<file path="config.mk">
export PLATFORM = sky130hd
export DESIGN_NAME = bresenham_line_raster
export DESIGN_NICKNAME = d
export VERILOG_FILES = /design/src/rtl/blr_pkg.sv /design/src/rtl/bresenham_line_raster.sv /design/src/rtl/blr_setup.sv /design/src/rtl/blr_walk.sv
export SDC_FILE = /design/constraint.sdc
export NUM_CORES = 1
export LEC_CHECK = 0
export BUFFER_PORTS_ARGS = -buffer_cell sky130_fd_sc_hd__buf_2
export CAP_MARGIN = 20
export CORE_ASPECT_RATIO = 1.2
export CORE_MARGIN = 8
export CORE_UTILIZATION = 60
export DETAILED_ROUTE_END_ITERATION = 7
export GPL_TIMING_DRIVEN = 0
export PLACE_DENSITY = 0.81
export SKIP_CTS_REPAIR_TIMING = 1
export SYNTH_ARGS = -nofsm -noshare
export SYNTH_HDL_FRONTEND = slang
export SYNTH_SLANG_ARGS = --single-unit
</file>
<file path="constraint.sdc">
create_clock -name clk -period 10.44 [get_ports clk]
set_input_delay 1.044 -clock clk [delete_from_list [all_inputs] [get_ports clk]]
set_output_delay 1.044 -clock clk [all_outputs]
set_load 0.05 [all_outputs]
</file>
<file path="src/rtl/blr_pkg.sv">
package blr_pkg;

  localparam int COORD_W  = 9;
  localparam int ROW_W    = 8;
  localparam int COLOUR_W = 16;
  localparam int ADDR_W   = 32;
  localparam int ERR_W    = 11;

  localparam int ROW_SHIFT = 10;
  localparam int COL_SHIFT = 1;

  localparam int SCREEN_WIDTH_DEF  = 320;
  localparam int SCREEN_HEIGHT_DEF = 240;

  localparam logic CMD_START = 1'b0;
  localparam logic CMD_TICK  = 1'b1;

  typedef struct packed {
    logic                    steep;
    logic [COORD_W-1:0]      major_pos;
    logic [COORD_W-1:0]      major_end;
    logic [COORD_W-1:0]      minor_pos;
    logic                    minor_step_down;
    logic [COORD_W-1:0]      major_delta;
    logic [COORD_W-1:0]      minor_delta;
    logic signed [ERR_W-1:0] err_init;
  } line_setup_t;

  typedef struct packed {
    logic [COORD_W-1:0]  px;
    logic [COORD_W-1:0]  py;
    logic [COLOUR_W-1:0] colour;
    logic                last;
  } pixel_t;

endpackage

</file>
<file path="src/rtl/bresenham_line_raster.sv">
// Bresenham line engine. A start transaction (cmd 0) clamps both endpoints
// to the screen and loads the line; it returns nothing and replaces any line
// in progress. Each tick transaction (cmd 1) returns one pixel with its byte
// address frame_base + y*1024 + x*2, walking from the lower end of the major
// axis, both endpoints included; the final pixel has last_pixel set and the
// engine goes idle, so ticks after that return nothing. One transaction is
// taken per cycle, start or tick, unless cmd_stall holds it while the output
// is stalled; a pixel passes the input register, then the result register,
// with setup and step logic between. The user must write frame_base (cfg_we,
// cfg_wdata) only while the engine is idle; the block does not enforce this.
module bresenham_line_raster
  import blr_pkg::*;
#(
  parameter int SCREEN_WIDTH  = SCREEN_WIDTH_DEF,
  parameter int SCREEN_HEIGHT = SCREEN_HEIGHT_DEF
) (
  input  logic                clk,
  input  logic                rst,
  input  logic                cfg_we,
  input  logic [ADDR_W-1:0]   cfg_wdata,
  input  logic                cmd_valid,
  output logic                cmd_stall,
  input  logic                cmd,
  input  logic [COORD_W-1:0]  start_x,
  input  logic [ROW_W-1:0]    start_y,
  input  logic [COORD_W-1:0]  end_x,
  input  logic [ROW_W-1:0]    end_y,
  input  logic [COLOUR_W-1:0] pen_colour,
  output logic                pixel_valid,
  input  logic                pixel_stall,
  output logic [COORD_W-1:0]  pixel_x,
  output logic [ROW_W-1:0]    pixel_y,
  output logic [ADDR_W-1:0]   pixel_addr,
  output logic [COLOUR_W-1:0] pixel_colour,
  output logic                last_pixel
);

  localparam logic [COORD_W-1:0] X_MAX = COORD_W'(SCREEN_WIDTH - 1);
  localparam logic [COORD_W-1:0] Y_MAX = COORD_W'(SCREEN_HEIGHT - 1);

  logic [ADDR_W-1:0]   frame_base;

  logic                s1_valid;
  logic                s1_cmd;
  logic [COORD_W-1:0]  s1_start_x;
  logic [ROW_W-1:0]    s1_start_y;
  logic [COORD_W-1:0]  s1_end_x;
  logic [ROW_W-1:0]    s1_end_y;
  logic [COLOUR_W-1:0] s1_colour;

  logic                out_free;
  logic                advance;
  logic                accept;
  logic                emit;
  line_setup_t         setup;
  pixel_t              pixel;
  logic [ADDR_W-1:0]   addr_next;

  assign out_free  = !pixel_valid || !pixel_stall;
  assign advance   = s1_valid && out_free;
  assign cmd_stall = s1_valid && !out_free;
  assign accept    = cmd_valid && !cmd_stall;

  always_ff @(posedge clk) begin
    if (rst) begin
      frame_base <= '0;
    end else if (cfg_we) begin
      frame_base <= cfg_wdata;
    end
  end

  // input register
  always_ff @(posedge clk) begin
    if (rst) begin
      s1_valid <= 1'b0;
    end else if (accept) begin
      s1_valid <= 1'b1;
    end else if (advance) begin
      s1_valid <= 1'b0;
    end
  end

  always_ff @(posedge clk) begin
    if (accept) begin
      s1_cmd     <= cmd;
      s1_start_x <= start_x;
      s1_start_y <= start_y;
      s1_end_x   <= end_x;
      s1_end_y   <= end_y;
      s1_colour  <= pen_colour;
    end
  end

  blr_setup #(
    .SCREEN_WIDTH  (SCREEN_WIDTH),
    .SCREEN_HEIGHT (SCREEN_HEIGHT)
  ) u_setup (
    .start_x (s1_start_x),
    .start_y (s1_start_y),
    .end_x   (s1_end_x),
    .end_y   (s1_end_y),
    .setup   (setup)
  );

  blr_walk u_walk (
    .clk        (clk),
    .rst        (rst),
    .step_en    (advance),
    .cmd        (s1_cmd),
    .setup      (setup),
    .pen_colour (s1_colour),
    .emit       (emit),
    .pixel      (pixel)
  );

  assign addr_next = frame_base + (ADDR_W'(pixel.py) << ROW_SHIFT)
                     + (ADDR_W'(pixel.px) << COL_SHIFT);

  // result register
  always_ff @(posedge clk) begin
    if (rst) begin
      pixel_valid <= 1'b0;
    end else if (out_free) begin
      pixel_valid <= emit;
    end
  end

  always_ff @(posedge clk) begin
    if (out_free && emit) begin
      pixel_x      <= pixel.px;
      pixel_y      <= pixel.py[ROW_W-1:0];
      pixel_addr   <= addr_next;
      pixel_colour <= pixel.colour;
      last_pixel   <= pixel.last;
    end
  end

  a_pixel_from_tick: assert property (@(posedge clk) disable iff (rst)
    $rose(pixel_valid) |-> $past(advance && (s1_cmd == CMD_TICK)))
    else $error("pixel transaction without a tick");

  a_pixel_on_screen: assert property (@(posedge clk) disable iff (rst)
    pixel_valid |-> (pixel_x <= X_MAX) && (COORD_W'(pixel_y) <= Y_MAX))
    else $error("pixel off screen");

  a_stall_only_when_full: assert property (@(posedge clk) disable iff (rst)
    cmd_stall |-> pixel_valid && s1_valid)
    else $error("input stalled with room downstream");

endmodule

</file>
<file path="src/rtl/blr_setup.sv">
module blr_setup
  import blr_pkg::*;
#(
  parameter int SCREEN_WIDTH  = SCREEN_WIDTH_DEF,
  parameter int SCREEN_HEIGHT = SCREEN_HEIGHT_DEF
) (
  input  logic [COORD_W-1:0] start_x,
  input  logic [ROW_W-1:0]   start_y,
  input  logic [COORD_W-1:0] end_x,
  input  logic [ROW_W-1:0]   end_y,
  output line_setup_t        setup
);

  localparam logic [COORD_W-1:0] X_MAX = COORD_W'(SCREEN_WIDTH - 1);
  localparam logic [COORD_W-1:0] Y_MAX = COORD_W'(SCREEN_HEIGHT - 1);

  logic [COORD_W-1:0] x0, y0, x1, y1;
  logic [COORD_W-1:0] sy0, sy1;
  logic [COORD_W-1:0] dx, dy;
  logic               steep;
  logic [COORD_W-1:0] a0, b0, a1, b1;
  logic [COORD_W-1:0] ma0, mb0, ma1, mb1;
  logic [COORD_W-1:0] major_delta;

  // clamp endpoints to the screen
  always_comb begin
    sy0 = COORD_W'(start_y);
    sy1 = COORD_W'(end_y);
    x0 = (start_x > X_MAX) ? X_MAX : start_x;
    x1 = (end_x > X_MAX) ? X_MAX : end_x;
    y0 = (sy0 > Y_MAX) ? Y_MAX : sy0;
    y1 = (sy1 > Y_MAX) ? Y_MAX : sy1;
  end

  assign dx    = (x1 > x0) ? (x1 - x0) : (x0 - x1);
  assign dy    = (y1 > y0) ? (y1 - y0) : (y0 - y1);
  assign steep = dy > dx;

  always_comb begin
    if (steep) begin
      a0 = y0; b0 = x0; a1 = y1; b1 = x1;
    end else begin
      a0 = x0; b0 = y0; a1 = x1; b1 = y1;
    end
    if (a0 > a1) begin
      ma0 = a1; mb0 = b1; ma1 = a0; mb1 = b0;
    end else begin
      ma0 = a0; mb0 = b0; ma1 = a1; mb1 = b1;
    end
  end

  assign major_delta = ma1 - ma0;

  always_comb begin
    setup.steep           = steep;
    setup.major_pos       = ma0;
    setup.major_end       = ma1;
    setup.minor_pos       = mb0;
    setup.major_delta     = major_delta;
    setup.minor_delta     = (mb1 > mb0) ? (mb1 - mb0) : (mb0 - mb1);
    setup.minor_step_down = !(mb0 < mb1);
    setup.err_init        = $signed(ERR_W'(0) -
                            {{(ERR_W-COORD_W+1){1'b0}}, major_delta[COORD_W-1:1]});
  end

endmodule

</file>
<file path="src/rtl/blr_walk.sv">
module blr_walk
  import blr_pkg::*;
(
  input  logic                clk,
  input  logic                rst,
  input  logic                step_en,
  input  logic                cmd,
  input  line_setup_t         setup,
  input  logic [COLOUR_W-1:0] pen_colour,
  output logic                emit,
  output pixel_t              pixel
);

  logic                    active;
  logic                    steep;
  logic [COORD_W-1:0]      major_pos;
  logic [COORD_W-1:0]      major_end;
  logic [COORD_W-1:0]      minor_pos;
  logic                    minor_step_down;
  logic [COORD_W-1:0]      major_delta;
  logic [COORD_W-1:0]      minor_delta;
  logic signed [ERR_W-1:0] err_term;
  logic [COLOUR_W-1:0]     line_colour;

  logic                    last;
  logic signed [ERR_W-1:0] err_sum;
  logic signed [ERR_W-1:0] err_sub;
  logic                    minor_move;

  assign last       = major_pos == major_end;
  assign emit       = step_en && (cmd == CMD_TICK) && active;
  assign err_sum    = err_term + $signed({{(ERR_W-COORD_W){1'b0}}, minor_delta});
  assign err_sub    = err_sum - $signed({{(ERR_W-COORD_W){1'b0}}, major_delta});
  assign minor_move = err_sum > $signed(ERR_W'(0));

  always_comb begin
    pixel.px     = steep ? minor_pos : major_pos;
    pixel.py     = steep ? major_pos : minor_pos;
    pixel.colour = line_colour;
    pixel.last   = last;
  end

  always_ff @(posedge clk) begin
    if (rst) begin
      active <= 1'b0;
    end else if (step_en) begin
      if (cmd == CMD_START) begin
        active <= 1'b1;
      end else if (active && last) begin
        active <= 1'b0;
      end
    end
  end

  always_ff @(posedge clk) begin
    if (step_en && (cmd == CMD_START)) begin
      steep           <= setup.steep;
      major_pos       <= setup.major_pos;
      major_end       <= setup.major_end;
      minor_pos       <= setup.minor_pos;
      minor_step_down <= setup.minor_step_down;
      major_delta     <= setup.major_delta;
      minor_delta     <= setup.minor_delta;
      err_term        <= setup.err_init;
      line_colour     <= pen_colour;
    end else if (emit && !last) begin
      major_pos <= major_pos + COORD_W'(1);
      if (minor_move) begin
        minor_pos <= minor_step_down ? (minor_pos - COORD_W'(1)) : (minor_pos + COORD_W'(1));
        err_term  <= err_sub;
      end else begin
        err_term <= err_sum;
      end
    end
  end

endmodule

</file>
Yosys cells after proc, flatten, opt, wreduce, memory -nomap -nowiden
Index checks and enable logic that the tools add are counted.
- flip-flop bits (word level): 226
- latch bits: 0
- bits in writable memories: 0
- memory bits (read-only): 0
- input port bits: 88
- output and inout port bits: 68
- memories: 0
- add/subtract/negate cells: 15
- $mul: 0
- div/mod/pow operators: 0
- magnitude comparators: 11
- equal/unequal tests: 2
- shifts and indexed selects: 0
- muxes and demuxes: 30
- bitwise gates (word level): 1
- reduce and logical (&&, ||, !) cells: 21
- operators with widths (operator ; count):
    $mux W9 ; 21
    $sub A9 B9 Y9 ; 7
    $gt A9 B9 Y1 ; 5
    $mux W11 ; 3
    $add A32 B10 Y32 ; 1
    $add A32 B19 Y32 ; 1
    $add A9 B1 Y9 const B ; 2
    $gt A9 B9 Y1 const B ; 2
    $gt A8 B8 Y1 const B ; 2
    $mux W8 ; 2
    $add A11 B10 Y11 ; 1
    $gt A11 B1 Y1 const B ; 1
    $sub A11 B10 Y11 ; 1
    $eq A9 B9 Y1 ; 1
    $logic_and A1 B1 Y1 ; 9
    $lt A9 B9 Y1 ; 1
    $sub A1 B8 Y9 const A ; 1
    $sub A9 B1 Y9 const B ; 1
    $logic_not A1 Y1 ; 6
    $reduce_bool A2 Y1 ; 3
    $mux W1 ; 4
    $reduce_and A2 Y1 ; 2
    $ne A2 B1 Y1 const B ; 1
    $logic_or A1 B1 Y1 ; 1
    $not A1 Y1 ; 1

Depth between registers and ports, before layout
- depth in word-level cells: 11
- gate-level depth with buffers: 52
- gate-level depth less buffers: 46

Hierarchy
From an unflattened synthesis, not the netlist that was laid out.
- cells, all modules: 1448
- area, all modules: 14751.6 um^2
- modules (own cells, without submodules) (module ; instances ; cells an instance ; area an instance (um^2) ; sequential area each (um^2)):
    bresenham_line_raster ; 1 ; 400 ; 5944.5 ; 4194.0
    blr_setup ; 1 ; 663 ; 4431.8 ; 0.0
    blr_walk ; 1 ; 385 ; 4375.4 ; 2242.2

Worst setup path before layout
Ideal clock, no wire load.
- path type: reg2reg
- from: register s1_end_x[8]
- to: register u_walk.minor_delta[8] (data pin)
- arrival: 9397 ps
- data required time: 10178 ps
- slack: 780 ps
- stages on the path, launching flop included: 47
- buffers on the path: 7
- period minus slack after synthesis: 9660 ps
- cells stage by stage: edfxtp_1 o21a_1 or2_2 ha_1 a21o_1 a21oi_1 o21bai_1 a21o_1 a21o_1 a21oi_1 o21ai_1 buf_2 or3_1 a31oi_1 o21ai_0 xnor2_1 ha_1 nand3_1 [11 not listed] a21o_2 nor2_2 buf_6 clkbuf_1 o21ai_0 ha_1 a21oi_1 o21ai_0 a21o_1 a21oi_1 o21ai_0 and2_1 clkbuf_1 mux2_2 nand2b_1 o221ai_1 a21oi_1 xor2_1
- RTL lines (element ; line ; RTL):
    from (decl) ; bresenham_line_raster.sv:47 ; logic [COORD_W-1:0] s1_end_x;
    from (signal assigned) ; bresenham_line_raster.sv:88 ; s1_end_x <= end_x;
    to (signal assigned) ; blr_walk.sv:63 ; minor_delta <= setup.minor_delta;
    to (decl) ; blr_walk.sv:21 ; logic [COORD_W-1:0] minor_delta;

==> flow_summary_export.csv <==
group,metric,value,unit
floorplanning,coreArea,23050,µm²
drt,drcViolationCount,0,
floorplanning,row_count,61,
global_route,busiest_layer,"met2",
critical_path,cp-end-kind,"flop",
critical_path,cp_common_cell,"a21o_1",
final_layout,nets,1786,
synth,syn_area,14040,µm²
synth,yosys-top-cells-area,"edfxtp_1, ha_1, dfxtp_1",
final_layout,area_growth,17.08,%
floorplanning,die_w,155.7,µm
synth,synth_cell_types,73,
drt,wl_per_cell,19.16,µm
global_route,use_met2,46.54,%
run,cap_violations,0,
synth,synth_warnings,0,
critical_path,reg2reg_from,"s1_end_x[7]",
timing,skew,0.02580,ns
min_path,hold_end,"pixel_colour[10]",
critical_path,cp_data_required_time,10.70,ns
global_route,grt_use_met3,3.786,%
critical_path,cp.arrival,10.14,ns
final_layout,layout-drive-gt1-share,19.66,%
timing,slew_viol_final,0,
timing,fin_ws,0.5594,ns
clocking,clk_pin_slew,0.06,ns
synth,syn_avg_cell_area,10.21,µm²
min_path,worstHoldStart,"u_walk.line_colour[10]",
drt,vias_per_cell,5.773,
place,place.gp.congestion,0.9610,
global_route,grt_pass1_wl,56.94,mm
timing,finalSetupViolCount,0,
clocking,cts_max_path_buffers,3,
timing,worst_pin_slew,0.9980,ns
place,io_buffers,153,
timing,slew_headroom,33.06,%
synth,synth_edf_count,191,
global_route,grt_util_met1,27.79,%
drt,wirelength,36.57,mm
drt,drt_iter0_markers,807,
clocking,cts.sink_count,226,
drt,ant_nets,0,
global_route,track_usage,25.17,%
critical_path,worstSetupStartpointType,"flop",
drt,dr_total_vias,11015,
timing,hold_viol,0,
synth,synthArstFlopShare,0,%
global_route,grt_pass1_vias,10986,
floorplanning,die_h,183.6,µm
synth,ys_seq_area_share,45.83,%
global_route,antenna_found_initial,1,
synth,synth_top_area_cell,"edfxtp_1",
synth,synth_top_cell_area_share,40.84,%
global_route,grt-ovfl-total,0,
place,place_hpwl,28.44,mm
timing,max_freq,0.1012,GHz
synth,ys_ff_latch,226,
synth,ys.flop_type,"edfxtp_1",
synth,netlist_instances,1376,
clocking,htreeDepth,1,
run_status,status,"complete, no violations",
min_path,whs_path_depth,0,
floorplanning,die-area,28580,µm²
timing,post-route-period-util,94.64,%
clocking,tritoncts,"built",
critical_path,r2r-end,"u_walk.minor_delta[8]",
drt,dr.pass1.iters,6,
critical_path,cpPeakStageDelay,0.41,ns
clocking,root_buffer,"clkbuf_16",
clocking,clkLatencyLatePin,0.54,ns
synth,synth_nets,1587,
critical_path,cp_slowest_cell,"nor4_4",
timing,period_minus_slack,9.881,ns
clocking,cts_buffers,23,
global_route,grt_max_degree,38,
min_path,hp-class,"flop to flop",
floorplanning,start_util,60.92,%
critical_path,critPathMaxFanout,10,
floorplanning,io_pins,156,
place,dp_slack,-2.077,ns
critical_path,worstSetupPathType,"flop to flop",
critical_path,r2r_setup_slack,0.56,ns
critical_path,r2r_cells,46,
[final cells by class]
class / instances / area, µm²
Clock buffer: 29 / 598.1
Inverter: 120 / 452.9
Sequential cell: 226 / 6436
Timing Repair Buffer: 175 / 996.0
Multi-Input combinational cell: 982 / 7142
Tap cell: 315 / 394.1
Clock inverter: 13 / 156.4
Fill cell: 1736 / 6609
Buffer: 47 / 262.8
Antenna cell: 1 / 2.502
[cells by family after synthesis]
family | Yosys count | share of synthesized area (%)
XOR/XNOR | 83 | 5.177
AND/OR/NAND/NOR | 373 | 12.51
flip-flops | 226 | 45.83
multiplexers | 82 | 6.077
buffers and inverters | 168 | 4.722
adder cells (fa/ha/maj) | 123 | 11.49
AO/OA/AOI/OAI | 321 | 14.19
[per-layer routing]
metal  share of wire [%]  vias to the layer above
li1                    -                     5300
met3                 5.7                      108
met1                  38                     5199
met4                 5.1                        0
met2                  51                      408
met5                   0                        -
[sequential cells by signal (all words and copies together), names as in the netlist, 11 cells and up]
register,count
frame_base,32
pixel_addr,32
u_walk.line_colour,16
pixel_colour,16
u_walk.err_term,11
s1_colour,16
[synthesized netlist by cell type (10+ instances only)]
cell type	number
a21oi_1	102
nand3_1	27
inv_1	119
o21bai_1	11
mux2_2	26
and3_1	10
nand2_1	100
xnor2_1	57
a21o_1	32
a211oi_1	10
ha_1	113
xor2_1	26
nand2b_1	20
o21ai_0	89
a21boi_0	10
mux2i_1	56
fa_1	10
edfxtp_1	191
nor2b_1	13
nor2_1	132
dfxtp_1	35
nor3_1	15
clkbuf_1	34
[layout by cell type (no fill, tap or decap), types with 5 or more instances in the layout]
cell       netlist  routed
nand2_1        100     100
ha_1           113     112
dfxtp_1         35      35
mux2i_1         56      53
a21oi_2          1       8
xnor2_1         57      57
or3_1            9       9
nor4_1           6       6
inv_1          119     118
and2_1           6       5
buf_6            3       5
clkbuf_1        34      30
nand3_1         27      27
o211ai_1         9       9
a21oi_1        102      94
nand4_1          8       8
xor2_1          26      26
nor2_1         132     129
clkbuf_16        0      23
nand2b_1        20      18
a211oi_1        10      10
nor3_1          15      13
o21ai_0         89      75
fa_1            10      10
o21ai_2          0       8
edfxtp_1       191     191
buf_2            2     154
o21a_1           6       6
mux2_2          26      26
nor2b_1         13      12
and3_1          10      10
or2_2            9       8
clkbuf_4         0       7
a21boi_0        10       9
a21o_1          32      32
buf_4            2      23
o21ai_1          4      10
o21bai_1        11      11
a31oi_1          8       8
[critical path: cells and delay by family, from the launching register on]
kind                     cells  cell delay (ns)
AO/OA/AOI/OAI               20             3.58
AND/OR/NAND/NOR             10             1.97
adder cells (fa/ha/maj)      4             1.40
buffers and inverters        8             1.32
multiplexers                 2             0.60
flip-flops                   1             0.40
XOR/XNOR                     2             0.32
[through the flow]
| stage | cells | hold slack [ns] | setup TNS [ns] | cell area [µm²] | util, % |
|---|---|---|---|---|---|
| floorplan | 1376 | 0.4003 | 0 | 14040 | - |
| global route | 1908 | 0.4219 | -0.03168 | 16440 | 71.33 |
| CTS | 1890 | 0.4208 | -15.92 | 16060 | 69.69 |
| finish | 1908 | 0.4186 | 0 | 16440 | 71.33 |
| global placement | 1844 | 0.4007 | -11.92 | 15200 | 65.95 |
| detailed placement | 1848 | 0.4052 | -14.68 | 15310 | 66.42 |
[how the worst max path moves through the flow]
stage                                  endpoint  cells after the start   startpoint  slack (ns)
after detailed placement  u_walk.minor_delta[8]                     48  s1_end_y[5]       -2.08
after CTS                 u_walk.minor_delta[8]                     49  s1_end_y[5]       -2.16
final                     u_walk.minor_delta[8]                     46  s1_end_x[7]        0.56
after global placement    u_walk.minor_delta[8]                     48  s1_end_y[5]       -1.86
after global routing      u_walk.minor_delta[8]                     47  s1_end_x[7]       -0.03
after floorplan           u_walk.minor_delta[8]                     46  s1_end_x[8]        0.78
Power is not shown: default switching activity piles up to over one toggle a cycle in this logic, so the estimate is an artifact.
